[src/hw/rtl/asc_pkg.sv]
// Package of the activation statistics counter: item types, function codes,
// command format between the front and back parts, and default sizes. No dependencies.
`default_nettype none
package asc_pkg;

   localparam int NEURONS_DEFAULT  = 1024;
   localparam int VARIANTS_DEFAULT = 8;
   localparam int QUEUE_DEPTH      = 4;
   localparam int COUNT_WIDTH      = 64;
   localparam int LEVEL_WIDTH      = 15;

   localparam logic [LEVEL_WIDTH-1:0] LEVEL_RESET = 15'd255;

   localparam logic [1:0] FUNC_SAMPLE = 2'd0;
   localparam logic [1:0] FUNC_READ   = 2'd1;
   localparam logic [1:0] FUNC_CLEAR  = 2'd2;

   typedef struct packed {
      logic [1:0]         func;
      logic               perspective;
      logic [9:0]         neuron_index;
      logic signed [15:0] accum_value;
      logic [2:0]         variant;
      logic               position_end;
   } req_type;

   typedef struct packed {
      logic [COUNT_WIDTH-1:0] active_count;
      logic [COUNT_WIDTH-1:0] saturated_count;
      logic [COUNT_WIDTH-1:0] clamped_sum;
      logic [COUNT_WIDTH-1:0] positions_seen;
      logic [COUNT_WIDTH-1:0] variant_uses;
   } rsp_type;

   typedef enum logic [1:0] {
      OP_SAMPLE,
      OP_READ,
      OP_CLEAR
   } op_type;

   typedef struct packed {
      op_type                 op;
      logic                   perspective;
      logic [9:0]             neuron_index;
      logic                   neuron_ok;
      logic [2:0]             variant;
      logic                   variant_ok;
      logic                   active_inc;
      logic                   saturated_inc;
      logic [LEVEL_WIDTH-1:0] clamped;
      logic                   position_end;
   } cmd_type;

endpackage
`default_nettype wire

[src/hw/rtl/asc_front.sv]
// Front part: holds the saturation level register and turns each accepted item
// into a command for the back part. Depends on asc_pkg.
`default_nettype none
module asc_front #(
   parameter int NEURONS  = asc_pkg::NEURONS_DEFAULT,
   parameter int VARIANTS = asc_pkg::VARIANTS_DEFAULT
) (
   input  wire logic                                clock,
   input  wire logic                                reset,
   input  wire logic                                csr_valid,
   output logic                                     csr_ready,
   input  wire logic [asc_pkg::LEVEL_WIDTH-1:0]     csr_data,
   input  wire asc_pkg::req_type                    req,
   output logic                                     cmd_valid,
   output asc_pkg::cmd_type                         cmd
);

   logic [asc_pkg::LEVEL_WIDTH-1:0] level_ff;
   logic [asc_pkg::LEVEL_WIDTH-1:0] level_in;
   logic signed [15:0]              level_s;

   assign csr_ready = 1'b1;

   always_comb begin
      level_in = level_ff;
      if (csr_valid) begin
         level_in = csr_data;
      end
   end

   always_ff @(posedge clock) begin
      if (reset) begin
         level_ff <= asc_pkg::LEVEL_RESET;
      end else begin
         level_ff <= level_in;
      end
   end

   assign level_s = $signed({1'b0, level_ff});

   always_comb begin
      cmd_valid          = 1'b1;
      cmd.op             = asc_pkg::OP_SAMPLE;
      unique case (req.func)
         asc_pkg::FUNC_SAMPLE: cmd.op = asc_pkg::OP_SAMPLE;
         asc_pkg::FUNC_READ:   cmd.op = asc_pkg::OP_READ;
         asc_pkg::FUNC_CLEAR:  cmd.op = asc_pkg::OP_CLEAR;
         default:              cmd_valid = 1'b0;
      endcase
      cmd.perspective    = req.perspective;
      cmd.neuron_index   = req.neuron_index;
      cmd.neuron_ok      = int'(req.neuron_index) < NEURONS;
      cmd.variant        = req.variant;
      cmd.variant_ok     = int'(req.variant) < VARIANTS;
      cmd.active_inc     = req.accum_value > 16'sd0;
      cmd.saturated_inc  = req.accum_value >= level_s;
      if (req.accum_value < 16'sd0) begin
         cmd.clamped = '0;
      end else if (req.accum_value > level_s) begin
         cmd.clamped = level_ff;
      end else begin
         cmd.clamped = req.accum_value[asc_pkg::LEVEL_WIDTH-1:0];
      end
      cmd.position_end   = req.position_end;
   end

endmodule
`default_nettype wire

[config.mk]
export PLATFORM = sky130hd
export DESIGN_NAME = asc_front
export DESIGN_NICKNAME = d
export VERILOG_FILES = /design/src/hw/rtl/asc_pkg.sv /design/src/hw/rtl/asc_front.sv
export SDC_FILE = /design/constraint.sdc
export NUM_CORES = 1
export LEC_CHECK = 0
export BUFFER_PORTS_ARGS = -buffer_cell sky130_fd_sc_hd__buf_2
export CAP_MARGIN = 40
export CORE_ASPECT_RATIO = 0.6
export CORE_UTILIZATION = 45
export CTS_CLUSTER_SIZE = 28
export DETAILED_ROUTE_END_ITERATION = 8
export PLACE_DENSITY = 0.87
export SYNTH_ARGS = -nofsm -noshare
export SYNTH_HDL_FRONTEND = slang
export SYNTH_SLANG_ARGS = --single-unit
[constraint.sdc]
create_clock -name clock -period 5.4 [get_ports clock]
set_input_delay 0.81 -clock clock [delete_from_list [all_inputs] [get_ports clock]]
set_output_delay 0.81 -clock clock [all_outputs]
set_load 0.03 [all_outputs]
# ---- Word level (Yosys, flattened, before mapping)
# Index checks and enable logic that the tools add are counted.
dict set report op_classes {
  magnitude_cmp 4
  eq_ne 2
  mux 4
  n_reduce_logical 2
}
# operator count
set op_table {}
lappend op_table {{$mux W15} 2}
lappend op_table {{$ge A16 B16 Y1} 1}
lappend op_table {{$gt A16 B1 Y1 const B} 1}
lappend op_table {{$gt A16 B16 Y1} 1}
lappend op_table {{$lt A16 B1 Y1 const B} 1}
lappend op_table {{$pmux W2 S2} 1}
lappend op_table {{$reduce_or A3 Y1} 1}
lappend op_table {{$eq A2 B1 Y1 const B} 1}
lappend op_table {{$eq A2 B2 Y1 const B} 1}
lappend op_table {{$logic_not A2 Y1} 1}
lappend op_table {{$mux W1} 1}
dict set report totals {
  regBits 15
  input_bits 51
  wordCells 13
}

# ---- Depth between registers and ports, before layout
dict set report depth {
  word_depth 3
  ltp_mapped 8
}

# ---- Worst setup path before layout
# No wires, ideal clock.
dict set report synth_path {
  path_type {in2out}
  startpoint {in req[18] (netlist name)}
  endpoint {out cmd[15] (netlist name)}
  arrival_ns 2.394
  slack_ns 2.196
  stages 6
  path_buffers 0
  cell_sequence {ha_1 > a21oi_1 > o211ai_2 > nor2_1 > a211oi_4 > o2bb2ai_1}
}
# element line
set synth_rtl {}
lappend synth_rtl {{start: declaration} asc_front.sv:13} ;# input wire asc_pkg::req_type req,
lappend synth_rtl {{end: declaration} asc_front.sv:15} ;# output asc_pkg::cmd_type cmd

==> impl_metrics.json <==
{
  "largest_reg_flops": 15,
  "drt-initial-drc-count": 104,
  "area_growth_pct": 12.4,
  "die_area_um2": 3680,
  "r2r_cells": 2,
  "drive_gt1_share_pct": 40.2,
  "first_pass_iters": 4,
  "final_hold_viol_count": 0,
  "ys_types": 38,
  "ys_seq_elements": 15,
  "grt_max_degree": 23,
  "core_um2": 3260,
  "cts_tree": "built",
  "cts_root_buffer": "clkbuf_8",
  "numCtsBuffers": 3,
  "biggestRegsByFlops": "level_ff x15",
  "fin_worst_skew_ps": 0,
  "antenna_left": 0,
  "status": "completed",
  "pwr-share-clk_pct": 23.4,
  "clock-sinks": 15,
  "grt_pass1_wl_um": 5340,
  "endpoint_kind": "output port",
  "clk_pin_slew_ps": 60,
  "cts.repair.resized": 0,
  "postCtsSetupRepairBufs": 0,
  "cp.required_ps": 4590,
  "timing.final.crit_share_pct": 71.0,
  "p_total_mw": 0.375,
  "maxCapViolCount": 0,
  "yosys-top-cells-count": "buf_4 (18), inv_1 (17), dfxtp_1 (15), ha_1 (15), nand2_1 (13)",
  "ys_seq_area_share_pct": 19.4,
  "synth_top_area_share_pct": 19.4,
  "layout.cells.non_filler": 254,
  "netlist_area_um2": 1550,
  "setup_viol": 0,
  "tightest_slew_ps": 893,
  "rows": 16,
  "r2r-start": "level_ff[2]",
  "drc": 0,
  "rsz0062_at_grt": "false",
  "maxSlewViolCount": 0,
  "clk_latency_ps": 240,
  "wl_per_cell_um": 13.8,
  "reg2reg_slack_ps": 4700,
  "synthTopCellsByArea": "dfxtp_1 (19%), ha_1 (12%), o2bb2ai_2 (9.7%)",
  "worst-path-max-fanout": 15,
  "fp.dieH_um": 47.4,
  "critPathArrivalTime_ps": 3030,
  "viasPerCell": 5.17,
  "combPwrFrac_pct": 43.2,
  "worstSetupEndpoint": "cmd[2]",
  "hold_path.class": "reg -> reg",
  "cts_hold_buf": 0,
  "ir_drop_mv": 0.170,
  "min_path_cells": 2,
  "fmax_ghz": 0.261,
  "htree_levels": 1,
  "post-place-cells": 250,
  "critPathKind": "in -> out",
  "antenna_found_initial": 0,
  "grt_use_total_pct": 18.8,
  "grt_overflow": 0,
  "wl_um": 3520,
  "clock_path_buffers": 2,
  "synth.most_common_cell": "buf_4",
  "antenna_cells": 0,
  "yosys_warnings": 0,
  "vias": 1314,
  "sw_frac_of_total_pct": 39.2,
  "ys_async_sr_fraction_pct": 0,
  "p_int_mw": 0.228,
  "place_congestion": 0.797,
  "seqPwrFrac_pct": 33.4,
  "first_global_vias": 1136,
  "p_switching_mw": 0.147,
  "p_leak_nw": 0.849,
  "dpl.hpwl_um": 2910,
  "yosys_most_used_dff": "dfxtp_1",
  "dp_slack_ps": 1560,
  "setup_ws_ps": 1560,
  "fin_crit_ps": 3840,
  "port_buffers": 55,
  "r2r-end": "level_ff[2]",
  "ioPinCount": 89,
  "fin_nets": 276,
  "cp-startpoint": "req[11]",
  "start_util_pct": 47.4,
  "start_kind": "input port",
  "fin_setup_tns_ps": 0,
  "synth_edf_count": 0,
  "avgSynthCellArea_um2": 8.93,
  "die_x_um": 77.7,
  "synth_top_area_cell": "dfxtp_1",
  "max-slew-margin-rel_pct": 40.3,
  "powerDensity_nw_per_um2": 216,
  "synthCells": 173,
  "regMostFlops": "level_ff"
}
worst min path at each step:
stage / end / slack, ps / from
finish: level_ff[6] / 530 / level_ff[6]
global route: level_ff[6] / 560 / level_ff[6]
CTS: level_ff[6] / 540 / level_ff[6]
detailed placement: level_ff[6] / 530 / level_ff[6]
global placement: level_ff[6] / 520 / level_ff[6]
floorplan: level_ff[0] / 470 / level_ff[0]
cell usage in the layout (no fill, tap or decap), types with 2 or more instances in the layout:
cell type,synthesis,layout
a211oi_4,2,2
a21oi_1,7,7
buf_2,0,55
clkbuf_8,0,3
conb_1,1,3
dfxtp_1,15,15
ha_1,15,15
inv_1,17,17
mux2i_1,8,8
nand2_1,13,13
nand2b_2,7,7
nor2_1,11,11
nor2b_1,2,2
nor3_1,2,2
nor4_1,3,3
o211ai_1,7,7
o2bb2ai_1,5,5
o2bb2ai_2,10,10
or2b_1,8,8
cell type report:
cell class,count,area (µm²)
multi-input combinational,117,992
inverter,18,67.6
fill,314,1530
clock buffer,4,45.0
timing repair buffer,55,275
tap,45,56.3
sequential,15,300
cells by family (layout without fill, tap and decap cells):
kind of cell	after synthesis	after routing	synth area share (%)
AOI/OAI and AO/OA	38	38	24.9
muxes	8	8	5.18
other	1	3	0.243
buffers and inverters	43	77	16.8
adders and majority gates	15	15	12.1
DFF	15	15	19.4
and+or+nand+nor	53	53	21.2
metal layers:
metal | global-route usage (%) | routed length [µm] | up-vias
li1 | - | - | 659
met1 | 28.3 | 1800 | 616
met2 | 28.3 | 1560 | 39
met3 | 3.11 | 153 | 0
met4 | 3.40 | 0 | 0
met5 | 0 | 0 | -
worst max-delay path: stages:
cell and delay (ps):
buf_2 110, ha_1 310, nand4_1 180, o221ai_1 290
o21ai_2 130, a211oi_4 770, o2bb2ai_1 200, buf_2 220
per-stage QoR:
stage	hold slack (ps)	utilization (%)	area [µm²]
after detailed placement	527	51.8	1690
after floorplan	469	-	1550
final	533	53.2	1740
after CTS	535	53.2	1740
after global routing	555	53.2	1740
after global placement	519	51.8	1690
power by group through the flow:
| stage | Clock (mW) | Sequential (mW) | Combinational (mW) |
|---|---|---|---|
| 2_1_floorplan | 0 | 0.125 | 0.144 |
| 3_3_place_gp | 0 | 0.127 | 0.158 |
| 3_5_place_dp | 0 | 0.127 | 0.161 |
| 4_1_cts | 0.0889 | 0.125 | 0.162 |
| 5_1_grt | 0.0942 | 0.126 | 0.176 |
| 6_report | 0.0876 | 0.125 | 0.162 |
Power figures use the tool's default switching activity.
