`config.mk`:
```
export PLATFORM = sky130hd
export DESIGN_NAME = asc_queue
export DESIGN_NICKNAME = d
export VERILOG_FILES = /design/src/hw/rtl/asc_pkg.sv /design/src/hw/rtl/asc_queue.sv
export SDC_FILE = /design/constraint.sdc
export NUM_CORES = 1
export LEC_CHECK = 0
export BUFFER_PORTS_ARGS = -buffer_cell sky130_fd_sc_hd__buf_2
export CORE_ASPECT_RATIO = 1.25
export CORE_MARGIN = 1
export CORE_UTILIZATION = 33
export DETAILED_ROUTE_END_ITERATION = 6
export GPL_ROUTABILITY_DRIVEN = 0
export PLACE_DENSITY = 0.48
export SYNTH_ARGS = -nofsm -noshare
export SYNTH_HDL_FRONTEND = slang
export SYNTH_SLANG_ARGS = --single-unit
```
`constraint.sdc`:
```
create_clock -name clock -period 2.9 [get_ports clock]
set_input_delay 0 -clock clock [delete_from_list [all_inputs] [get_ports clock]]
set_output_delay 0 -clock clock [all_outputs]
set_load 0.02 [all_outputs]
```
`src/hw/rtl/asc_pkg.sv`:
```
// Package of the activation statistics counter: item types, function codes,
// command format between the front and back parts, and default sizes. No dependencies.
`default_nettype none
package asc_pkg;

   localparam int NEURONS_DEFAULT  = 1024;
   localparam int VARIANTS_DEFAULT = 8;
   localparam int QUEUE_DEPTH      = 4;
   localparam int COUNT_WIDTH      = 64;
   localparam int LEVEL_WIDTH      = 15;

   localparam logic [LEVEL_WIDTH-1:0] LEVEL_RESET = 15'd255;

   localparam logic [1:0] FUNC_SAMPLE = 2'd0;
   localparam logic [1:0] FUNC_READ   = 2'd1;
   localparam logic [1:0] FUNC_CLEAR  = 2'd2;

   typedef struct packed {
      logic [1:0]         func;
      logic               perspective;
      logic [9:0]         neuron_index;
      logic signed [15:0] accum_value;
      logic [2:0]         variant;
      logic               position_end;
   } req_type;

   typedef struct packed {
      logic [COUNT_WIDTH-1:0] active_count;
      logic [COUNT_WIDTH-1:0] saturated_count;
      logic [COUNT_WIDTH-1:0] clamped_sum;
      logic [COUNT_WIDTH-1:0] positions_seen;
      logic [COUNT_WIDTH-1:0] variant_uses;
   } rsp_type;

   typedef enum logic [1:0] {
      OP_SAMPLE,
      OP_READ,
      OP_CLEAR
   } op_type;

   typedef struct packed {
      op_type                 op;
      logic                   perspective;
      logic [9:0]             neuron_index;
      logic                   neuron_ok;
      logic [2:0]             variant;
      logic                   variant_ok;
      logic                   active_inc;
      logic                   saturated_inc;
      logic [LEVEL_WIDTH-1:0] clamped;
      logic                   position_end;
   } cmd_type;

endpackage
`default_nettype wire

```
`src/hw/rtl/asc_queue.sv`:
```
// Short command queue between the front and back parts.
// Depends on asc_pkg.
`default_nettype none
module asc_queue (
   input  wire logic             clock,
   input  wire logic             reset,
   input  wire logic             push_en,
   input  wire asc_pkg::cmd_type push_data,
   output logic                  full,
   input  wire logic             pop_en,
   output logic                  head_valid,
   output asc_pkg::cmd_type      head_data
);

   localparam int PW = $clog2(asc_pkg::QUEUE_DEPTH);

   asc_pkg::cmd_type mem_ff [asc_pkg::QUEUE_DEPTH];
   logic [PW-1:0]    wr_ptr_ff, wr_ptr_in;
   logic [PW-1:0]    rd_ptr_ff, rd_ptr_in;
   logic [PW:0]      count_ff, count_in;

   assign full       = int'(count_ff) == asc_pkg::QUEUE_DEPTH;
   assign head_valid = count_ff != '0;
   assign head_data  = mem_ff[rd_ptr_ff];

   always_comb begin
      wr_ptr_in = wr_ptr_ff;
      rd_ptr_in = rd_ptr_ff;
      count_in  = count_ff;
      if (push_en) begin
         wr_ptr_in = wr_ptr_ff + 1'b1;
      end
      if (pop_en) begin
         rd_ptr_in = rd_ptr_ff + 1'b1;
      end
      if (push_en && !pop_en) begin
         count_in = count_ff + 1'b1;
      end else if (pop_en && !push_en) begin
         count_in = count_ff - 1'b1;
      end
   end

   always_ff @(posedge clock) begin
      if (reset) begin
         wr_ptr_ff <= '0;
         rd_ptr_ff <= '0;
         count_ff  <= '0;
      end else begin
         wr_ptr_ff <= wr_ptr_in;
         rd_ptr_ff <= rd_ptr_in;
         count_ff  <= count_in;
      end
   end

   always_ff @(posedge clock) begin
      if (push_en) begin
         mem_ff[wr_ptr_ff] <= push_data;
      end
   end

endmodule
`default_nettype wire

```
# --- After elaboration in Yosys (flattened, before gate mapping) ---
# Memories as Yosys holds them, arrays and structs flattened. A register that Yosys moved wholly into a read port is not among the register bits.
# Index checks and enable logic that the tools add are counted.
# Widths: inputs -> output; s select.
totals:
  word_cells: 21
  mem_bits_rw: 144
  reg_bits: 7
  mem_count: 1
  output_inout_bits: 38
  in_bits: 40
op_classes:
  mux: 6
  n_eq_ne: 1
  n_addsub: 4
  n_reduce_logical: 6
mem_list:
  columns: ["memory", "words", "word_bits", "read_ports", "rd_clocked_by_memory_dff", "wr", "line_no", "source"]
  rows:
  - ["mem_ff", 4, 36, 1, 1, 1, "asc_queue.sv:17", "asc_pkg::cmd_type mem_ff [asc_pkg::QUEUE_DEPTH];"]
op_table:
  columns: ["op", "count"]
  rows:
  - ["$mux 3", 2]
  - ["$add 2x1->2 const B", 2]
  - ["$mux 2", 2]
  - ["$add 3x1->3 const B", 1]
  - ["$eq 3x3->1 const B", 1]
  - ["$reduce_bool 3->1", 1]
  - ["$sub 3x1->3 const B", 1]
  - ["$logic_and 1x1->1", 2]
  - ["$logic_not 1->1", 2]
  - ["$mux 1", 2]
  - ["$reduce_bool 2->1", 1]

# --- Logic depth before layout (Yosys ltp) ---
# Gate-level depths: netlist of run 1.
logic_depth:
  ltp_word: 4
  depth_mapped: 7
  mapped_depth_nobuf: 7

# --- Worst setup path before layout of run 1 ---
# No wires, ideal clock.
synth_path:
  kind: "flip-flop to flip-flop"
  from: "register wr_ptr_ff[0]"
  to: "memory mem_ff[2][0] in the netlist's numbering (enable)"
  setup_slack_ns: 1.082
  synth_period_minus_slack_ns: 1.818
  required_ns: 2.503
  setup_ns: 0.397
  path_buffers: 0
  stages_incl_launch_ff: 4
  t_arrival_ns: 1.421
  path_cell_list: "dfxtp_1 > inv_1 > ha_1 > and2_1"
synth_lines:
  columns: ["element", "line_no", "source"]
  rows:
  - ["from (decl)", "asc_queue.sv:18", "logic [PW-1:0] wr_ptr_ff, wr_ptr_in;"]
  - ["from (signal assigned)", "asc_queue.sv:49", "wr_ptr_ff <= wr_ptr_in;"]
  - ["to (decl)", "asc_queue.sv:17", null]
# No word-level cell before the write port.

==> flow_summary_export.csv, run 1 <==
group,metric,value,unit
clock_tree,ctsLongestPathBuffers,2,
logic_synthesis,ys_warn_count,0,
worst_setup_path,critical-path-slowest-cell,"dfxtp_2",
logic_synthesis,synthDistinctLibCells,22,
route,drt_wl_total,10490,um
timing,finalCriticalPeriod,1937,ps
final_layout,fillerInstances,1533,
logic_synthesis,yosysSeqAreaShare,0.7931,
floorplan,design.die.area,17740,um2
logic_synthesis,yosys_register_bits,153,
clock_tree,number_of_instances_resized_during_post_cts_repair,0,
timing,finClkSkew,4.468,ps
status,outcome,"completed",
power_and_ir_drop,net-switching-power,0.001185,W
logic_synthesis,synthesis.nets,278,
final_layout,utilization,0.4332,
timing,worst_hold_slack,334.8,ps
final_layout,finalInstanceArea,7297,um2
power_and_ir_drop,powerDensity,718.8,nW/um2
floorplan,die_height,148.7,um
timing,final-hold-violation-count,0,
power_and_ir_drop,power.switching_fraction,0.2258,
route,viasPerCell,4.449,
floorplan,initial_core_util,0.3372,
timing,crit_share_post_route,0.6679,
worst_setup_path,critical_path_class,"reg2out",
worst_setup_path,crit_fanout,16,
power_and_ir_drop,internal_power,0.004060,W
place,dp_hpwl,6778,um
logic_synthesis,syn_area,5679,um2
floorplan,pin_count,78,
power_and_ir_drop,power_frac_seq,0.491,
min_path,worstHoldPathType,"in2reg",
clock_tree,tritoncts,"done",
final_layout,layout-drive-gt1-share,0.3927,
place,placement.io_buffers,77,
run,max-cap-violations,0,
timing,totalNegativeSetupSlack,0,ps
route,drc_errors,0,
timing,achievable-frequency,0.5163,GHz
power_and_ir_drop,power.total,0.005245,W
worst_setup_path,critical_path.max_stage_delay,640,ps
clock_tree,clock_transition_time_at_the_flip_flop_clock_pins_of_the_worst_setup_and_hold_paths,60,ps
timing,timing_max_transition_violations_final,0,
global_routing,grt_use_total,0.1289,
global_routing,grt_first_pass_wirelength,16240,um
final_layout,layout.cells.most_common,"edfxtp_1",
final_layout,nNetsFinal,416,
power_and_ir_drop,power_frac_comb,0.111,
global_routing,first_global_vias,2928,
power_and_ir_drop,irDropWorstVdd,389.1,uV
worst_setup_path,crit_path_start_kind,"flop",
global_routing,final_global_route_overflow_total,0,
worst_setup_path,worstPathBufferInverterCount,2,
power_and_ir_drop,share_clk_of_total_power,0.398,
timing,slew_headroom,0.5845,
floorplan,floorplan.core_area,16840,um2
clock_tree,cts_root_buf,"clkbuf_16",
timing,worst-slew-pin-transition,623.3,ps
worst_setup_path,endpoint_kind,"output pin",
global_routing,antenna_found_initial,0,
route,drt-pass1-iter-count,4,
timing,setup-violations-final,0,
worst_setup_path,timing.reg2reg.setup_slack,1170,ps
power_and_ir_drop,total_leakage_power,2.536,nW
clock_tree,cts_sinks,153,
floorplan,rows,53,
route,wl_per_cell,17.42,um
route,via_count,2678,
place,postPlaceCellArea,6335,um2
global_routing,grt_max_degree,24,
logic_synthesis,avgSynthCellArea,24.48,um2
worst_setup_path,family_with_the_most_delay_on_the_worst_path,"flip-flops",
final_layout,diodes,0,
timing,rsz0062_at_grt,"no",
clock_tree,htree_levels,4,
worst_setup_path,path_cells,"buf_4 > mux4_1 > buf_2",
clock_tree,cts-buffers-inserted,17,
route,drtIter0Drc,113,
worst_setup_path,arrival,1940,ps
clock_tree,clock_latency_of_the_later_clocked_register_in_the_worst_skew_pair,410,ps
final_layout,layout_common_cells,"edfxtp_1 (144), buf_2 (77), dlygate4sd3_1 (40)",
floorplan,dieWidth,119.3,um
final_layout,area.growth.synth_to_final,28.49,%
worst_setup_path,cp.required,2900,ps
route,ant_nets,0,
logic_synthesis,synthesis.instances,232,
final cells by class:
type	count	area (um2)	area share
sequential	153	4507	0.6176
clock buffer	21	440.4	0.06036
timing repair buffer	128	868.3	0.1190
clock inverter	10	121.4	0.01663
multi-input combinational	66	1070	0.1466
tap	220	275.3	0.03772
inverter	4	15.01	0.002058
what timing repair did:
action	4_1_cts	5_1_grt
setup buffers	0	0
hold buffers	40	0
endpoints found under the hold margin	153	0
metal layers:
| metal | vias to the layer above | part of all wire | global-route usage |
|---|---|---|---|
| met5 | - | 0 | 0 |
| met4 | 0 | 0.014 | 0.05063 |
| met3 | 9 | 0.043 | 0.04640 |
| met2 | 56 | 0.49 | 0.2099 |
| met1 | 1364 | 0.45 | 0.1566 |
| li1 | 1249 | - | - |
worst paths after layout:
path | from | endpoint | depth (start not counted)
worst max-delay path | flop | head_data[32] | 3
worst min register to register | count_ff[2] | count_ff[2] | 2
worst min-delay path | push_data[23] | mem_ff[0][23] | 2
worst max register to register | wr_ptr_ff[0] | mem_ff[0][17] | 4
metrics by stage:
step                instances  worst slack (ps)
finish                    602             963.1
global route              602             836.4
CTS                       602             873.0
detailed placement        531              1134
global placement          531              1173
floorplan                 232              1082
power by group through the flow:
stage	Clock, W	Sequential [W]	Combinational [W]
final	0.00209	0.00258	0.000580
after global routing	0.00224	0.00259	0.000627
after CTS	0.00215	0.00258	0.000598
after detailed placement	0	0.00262	0.000553
after global placement	0	0.00262	0.000549
after floorplan	0	0.00260	0.000375
worst register-to-register path, cell delays in order, from the launching register on:
cell and delay [ps]:
dfxtp_1 350, inv_1 90, ha_1 140, and2_2 390, buf_4 420
sequential cells by signal, summed over array words and instances (netlist names), named ones only:
name       count
count_ff       3
wr_ptr_ff      2
rd_ptr_ff      2
mem_ff       144
Yosys cell counts (all sizes together):
| cell | instances | area share |
|---|---|---|
| mux2i | 2 | 0.0035 |
| dfxtp | 9 | 0.032 |
| fa | 1 | 0.0035 |
| or3 | 2 | 0.0022 |
| nand2 | 1 | 0.00066 |
| o21ai | 1 | 0.00088 |
| clkbuf | 2 | 0.0015 |
| xor2 | 3 | 0.0046 |
| ha | 5 | 0.011 |
| mux4 | 36 | 0.15 |
| nor2 | 7 | 0.0046 |
| inv | 4 | 0.0026 |
| buf | 7 | 0.015 |
| and2 | 4 | 0.0044 |
| xnor2 | 2 | 0.0031 |
| edfxtp | 144 | 0.76 |
| nor3b | 1 | 0.0013 |
| a21oi | 1 | 0.00088 |
kinds of logic after synthesis:
group	count (synthesis)	synth area share
AO/OA/AOI/OAI	2	0.001761
XOR/XNOR	5	0.007712
adder cells (fa/ha/maj)	6	0.01454
buffers and inverters	13	0.01938
flip-flops	153	0.7931
multiplexers	38	0.1503
AND/OR/NAND/NOR	15	0.01322
(Power assumes the default switching activity.)
==> run 2: changes to the inputs <==
- PLACE_DENSITY: 0.48 -> 0.5
- clock period: 2.9 -> 1.75 ns (I/O delays scaled with it)
==> run 2 against run 1 <==
Net effect: the flow now finishes with violations (setup timing); final cell count is 0.83% higher; clock skew grew 5.7 ps; global-route usage shrank 0.20 points; critical path depth grew 1; clock power grew 76%; register-to-register slack lost 960 ps; wire length grew 0.92%; critical path type unchanged; critical endpoint is now head_data[2].
==> flow_summary_export.csv, run 2 (same netlist as run 1, synthesis figures left out) <==
group,metric,value,unit
global_routing,final_global_route_overflow_total,0,
min_path,hold_path_startpoint,"push_data[12]",
final_layout,diodes,0,
timing,achievable-frequency,0.5655,GHz
floorplan,design.die.area,17740,um2
power_and_ir_drop,powerDensity,1195,nW/um2
run,max-cap-violations,0,
floorplan,pin_count,78,
final_layout,finalInstanceArea,7607,um2
timing,worst-slew-pin-transition,420.9,ps
clock_tree,clock_latency_of_the_later_clocked_register_in_the_worst_skew_pair,410,ps
clock_tree,tritoncts,"done",
timing,setup-violations-final,6,
final_layout,layout_common_cells,"edfxtp_1 (144), buf_2 (61), dlygate4sd3_1 (39)",
route,drtIter0Drc,110,
worst_setup_path,endpoint_kind,"output pin",
clock_tree,cts_sinks,153,
timing,totalNegativeSetupSlack,-98.42,ps
route,wl_per_cell,17.43,um
floorplan,die_height,148.7,um
final_layout,largest_reg_flops,144,
route,drc_errors,0,
power_and_ir_drop,total_leakage_power,2.644,nW
global_routing,grt_max_degree,30,
min_path,holdPathEnd,"mem_ff[3][12]",
clock_tree,cts_root_buf,"clkbuf_16",
min_path,holdPathStages,2,
worst_setup_path,crit_path_start_kind,"flop",
route,ant_nets,0,
worst_setup_path,cp.required,1750,ps
clock_tree,cts-buffers-inserted,17,
status,outcome,"finished with violations",
worst_setup_path,arrival,1770,ps
final_layout,largest_registers,"mem_ff x144, count_ff x3",
clock_tree,clock_transition_time_at_the_flip_flop_clock_pins_of_the_worst_setup_and_hold_paths,60,ps
timing,slew_headroom,0.7194,
timing,final.setup.worst_slack,-18.36,ps
worst_setup_path,regToRegEndpoint,"mem_ff[2][15]",
final_layout,layout.cells.most_common,"edfxtp_1",
floorplan,dieWidth,119.3,um
clock_tree,htree_levels,4,
worst_setup_path,crit_fanout,6,
final_layout,utilization,0.4516,
worst_setup_path,ff2ff_path_depth,4,
global_routing,antenna_found_initial,0,
floorplan,rows,53,
floorplan,initial_core_util,0.3372,
route,viasPerCell,4.530,
final_layout,layout-drive-gt1-share,0.4212,
final_layout,biggest_register,"mem_ff",
min_path,worstHoldPathType,"in2reg",
worst_setup_path,r2r-start,"wr_ptr_ff[0]",
final_layout,nNetsFinal,420,
place,placement.io_buffers,77,
place,postPlaceCellArea,6435,um2
timing,final-hold-violation-count,0,
status,failed_checks,"setup timing",
place,dp_hpwl,6144,um
timing,rsz0062_at_grt,"yes",
timing,finClkSkew,10.19,ps
floorplan,floorplan.core_area,16840,um2
timing,finalCriticalPeriod,1768,ps
global_routing,grt_use_total,0.1269,
final_layout,area.growth.synth_to_final,33.95,%
route,via_count,2750,
worst_setup_path,timing.reg2reg.setup_slack,210,ps
timing,crit_share_post_route,1.010,
route,drt_wl_total,10580,um
worst_setup_path,critical_path_class,"reg2out",
global_routing,first_global_vias,2980,
power_and_ir_drop,irDropWorstVdd,564.7,uV
timing,timing_max_transition_violations_final,0,
clock_tree,ctsLongestPathBuffers,2,
route,drt-pass1-iter-count,4,
global_routing,grt_first_pass_wirelength,16240,um
run 2: changes by cell type in the layout (fill, tap and decap cells not counted), sizes merged:
cell and change:
dlygate4sd3 -1, buf +4, clkinv +2, clkbuf -1, clkinvlp -1, bufinv +1
inv +1
run 2: final cells by class:
type	instances	area, um2
inverters	4	15.01
clock inverters	13	168.9
flip-flops and latches	153	4509
clock buffers	19	432.9
multi-input cells	66	1051
repair buffers	132	1155
well taps	220	275.3
fillers	1485	9236
run 2: metrics by stage:
stage          hold WS [ps]  setup WS, ps  std cells  power (W)
6_report              338.3        -18.36        607   0.009093
5_1_grt               321.3        -91.30        607   0.009414
4_1_cts               321.0        -64.91        606   0.009118
3_5_place_dp          217.5         236.0        531   0.005305
3_3_place_gp          214.7         257.0        531   0.005289
2_1_floorplan         98.87         309.8        232   0.004935
run 2: what timing repair did:
action,4_1_cts,5_1_grt
gates cloned,1,1
setup buffers,3,0
resized for setup,5,33
hold endpoints to repair,153,0
hold buffers,39,0
setup endpoints to repair,10,18
run 2: critical path, stage by stage (launching register included):
cell	delay (ps)
dfxtp_4	440
buf_12	160
buf_12	110
mux4_2	500
buf_6	150
run 2: worst max-delay path by stage:
stage                            start             to  slack (ps)
final                             flop   head_data[2]         -20
after global routing              flop   head_data[3]         -90
after CTS                         flop  head_data[10]         -60
after detailed placement  wr_ptr_ff[0]  mem_ff[2][16]         240
after global placement    wr_ptr_ff[0]  mem_ff[2][16]         260
after floorplan           wr_ptr_ff[0]   mem_ff[2][0]         310
run 2: routing by layer:
layer  track usage  wire length (um)  share of wire
met4       0.04688               114          0.011
met5             0                 0              0
met3       0.04179               430          0.041
met1        0.1517              4520           0.43
met2        0.2137              5518           0.52
run 2: power breakdown:
| part | leakage (nW) | switching (W) | internal (W) |
|---|---|---|---|
| sequential | 1.40 | 0.0000638 | 0.00420 |
| combinational | 0.959 | 0.000571 | 0.000576 |
| clock | 0.287 | 0.00142 | 0.00226 |
| total | 2.64 | 0.00206 | 0.00704 |
==> run 3: changes to the inputs <==
- PLACE_DENSITY: 0.5 -> 0.61
- RECOVER_POWER: not set -> 100
==> run 3 against run 2 <==
Net effect: fmax shrank 0.30%; the flow still finishes with violations (setup timing); largest cell class unchanged; critical path depth shrank 1; highest routed layer unchanged; non-clock buffer count grew 1.
==> flow_summary_export.csv, run 3 (same netlist as run 1, synthesis figures left out) <==
group,metric,value,unit
status,outcome,"finished with violations",
status,failed_checks,"setup timing",
place,dp_hpwl,6441,um
route,drtIter0Drc,214,
route,wl_per_cell,17.17,um
timing,achievable-frequency,0.5638,GHz
timing,worst-slew-pin-transition,756.5,ps
clock_tree,clock_latency_of_the_later_clocked_register_in_the_worst_skew_pair,410,ps
worst_setup_path,r2r-start,"wr_ptr_ff[0]",
timing,slew_headroom,0.4954,
global_routing,first_global_vias,2934,
power_and_ir_drop,internal_power,0.006823,W
final_layout,diodes,0,
clock_tree,cts_sinks,153,
route,viasPerCell,4.574,
final_layout,layout.cells.most_common,"edfxtp_1",
global_routing,antenna_found_initial,0,
floorplan,pin_count,78,
route,ant_nets,0,
final_layout,fillerInstances,1493,
worst_setup_path,crit_fanout,11,
timing,finClkSkew,9.360,ps
clock_tree,clock_transition_time_at_the_flip_flop_clock_pins_of_the_worst_setup_and_hold_paths,60,ps
clock_tree,ctsLongestPathBuffers,2,
power_and_ir_drop,net-switching-power,0.002071,W
power_and_ir_drop,power_frac_seq,0.479,
floorplan,initial_core_util,0.3372,
place,placedCellCount,533,
clock_tree,cts_root_buf,"clkbuf_16",
worst_setup_path,timing.reg2reg.setup_slack,10,ps
power_and_ir_drop,power.switching_fraction,0.2328,
global_routing,grt_first_pass_wirelength,16130,um
route,drt-pass1-iter-count,5,
power_and_ir_drop,powerDensity,1196,nW/um2
route,drc_errors,0,
timing,final.setup.worst_slack,-23.69,ps
power_and_ir_drop,power_frac_comb,0.119,
worst_setup_path,regToRegEndpoint,"mem_ff[1][21]",
timing,worst_hold_slack,379.1,ps
route,via_count,2781,
worst_setup_path,crit_path_start_kind,"flop",
worst_setup_path,critical-path-slowest-cell,"mux4_2",
timing,timing_max_transition_violations_final,0,
final_layout,layout-drive-gt1-share,0.3196,
power_and_ir_drop,share_clk_of_total_power,0.402,
floorplan,floorplan.core_area,16840,um2
worst_setup_path,endpoint_kind,"output pin",
run,max-cap-violations,0,
final_layout,layoutNonFillerInstCount,608,
min_path,holdPathStages,2,
worst_setup_path,arrival,1770,ps
worst_setup_path,critical_path.max_stage_delay,510,ps
final_layout,layout_common_cells,"edfxtp_1 (144), dlygate4sd3_1 (39), clkbuf_1 (39)",
global_routing,final_global_route_overflow_total,0,
final_layout,area.growth.synth_to_final,30.89,%
worst_setup_path,critical_path_class,"reg2out",
min_path,worstHoldPathType,"in2reg",
clock_tree,htree_levels,4,
power_and_ir_drop,irDropWorstVdd,610.6,uV
worst_setup_path,cp.required,1750,ps
clock_tree,cts-buffers-inserted,17,
clock_tree,tritoncts,"done",
timing,finalCriticalPeriod,1774,ps
final_layout,largest_registers,"mem_ff x144, count_ff x3",
floorplan,design.die.area,17740,um2
place,placement.io_buffers,77,
floorplan,dieWidth,119.3,um
min_path,hold_path_startpoint,"push_data[29]",
worst_setup_path,path_cells,"bufbuf_16 > mux4_2 > buf_2",
route,drt_wl_total,10440,um
floorplan,die_height,148.7,um
timing,setup-violations-final,11,
power_and_ir_drop,total_leakage_power,2.501,nW
timing,crit_share_post_route,1.014,
min_path,holdPathEnd,"mem_ff[2][29]",
final_layout,biggest_register,"mem_ff",
worst_setup_path,ff2ff_path_depth,3,
floorplan,rows,53,
global_routing,grt_use_total,0.1265,
final_layout,largest_reg_flops,144,
timing,final-hold-violation-count,0,
global_routing,grt_max_degree,23,
final_layout,nNetsFinal,421,
timing,totalNegativeSetupSlack,-118.9,ps
timing,rsz0062_at_grt,"yes",
-- run 3: repair_timing --
action	in CTS	in global routing
pin swaps	0	0
gates resized for setup	5	16
setup endpoints to repair	18	32
endpoints found under the hold margin	153	0
setup buffers	0	2
hold buffers	39	0
cloned	1	1
-- run 3: worst max path at each step --
| stage | startpoint | endpoint | slack (ps) | cells after the start |
|---|---|---|---|---|
| final | flop | head_data[4] | -20 | 3 |
| after global routing | flop | head_data[6] | -100 | 3 |
| after CTS | flop | head_data[2] | -80 | 3 |
| after detailed placement | push_en | count_ff[2] | 260 | 7 |
| after global placement | pop_en | count_ff[2] | 310 | 8 |
| after floorplan | wr_ptr_ff[0] | mem_ff[2][0] | 310 | 3 |
-- run 3: worst max-delay path: cells and delay by family (launching register included) --
family | cells | cell delay [ps]
buffers and inverters | 2 | 470
DFF | 1 | 380
muxes | 1 | 510
-- run 3: cell type report --
cell class              instances  area (um2)  area share
well taps                     220       275.3     0.03703
clock inverters                15       161.4     0.02171
flip-flops and latches        153        4509      0.6066
multi-input cells              66        1052      0.1416
inverters                       4       15.01    0.002020
repair buffers                133       994.7      0.1338
clock buffers                  17       425.4     0.05723
-- run 3: stage by stage --
| step | utilization | instance area, um2 | total power [W] | worst slack, ps |
|---|---|---|---|---|
| after floorplan | - | 5684 | 0.004935 | 309.8 |
| after CTS | 0.4430 | 7462 | 0.009008 | -76.47 |
| final | 0.4413 | 7433 | 0.008894 | -23.69 |
| after detailed placement | 0.3829 | 6450 | 0.005304 | 261.3 |
| after global placement | 0.3829 | 6450 | 0.005275 | 305.6 |
| after global routing | 0.4413 | 7433 | 0.009239 | -102.5 |
-- run 3: power groups by stage --
stage	Combinational, W	Clock (W)	Sequential [W]
after floorplan	0.000623	0	0.00431
after global placement	0.000949	0	0.00433
after detailed placement	0.000964	0	0.00434
after CTS	0.00106	0.00368	0.00427
after global routing	0.00114	0.00382	0.00428
final	0.00106	0.00357	0.00426
-- run 3: per-layer routing --
| metal | GRT usage | vias up | wire (um) |
|---|---|---|---|
| li1 | - | 1258 | - |
| met1 | 0.1489 | 1442 | 4352 |
| met2 | 0.2142 | 71 | 5491 |
| met3 | 0.04333 | 10 | 449 |
| met4 | 0.04688 | 0 | 147 |
| met5 | 0 | - | 0 |
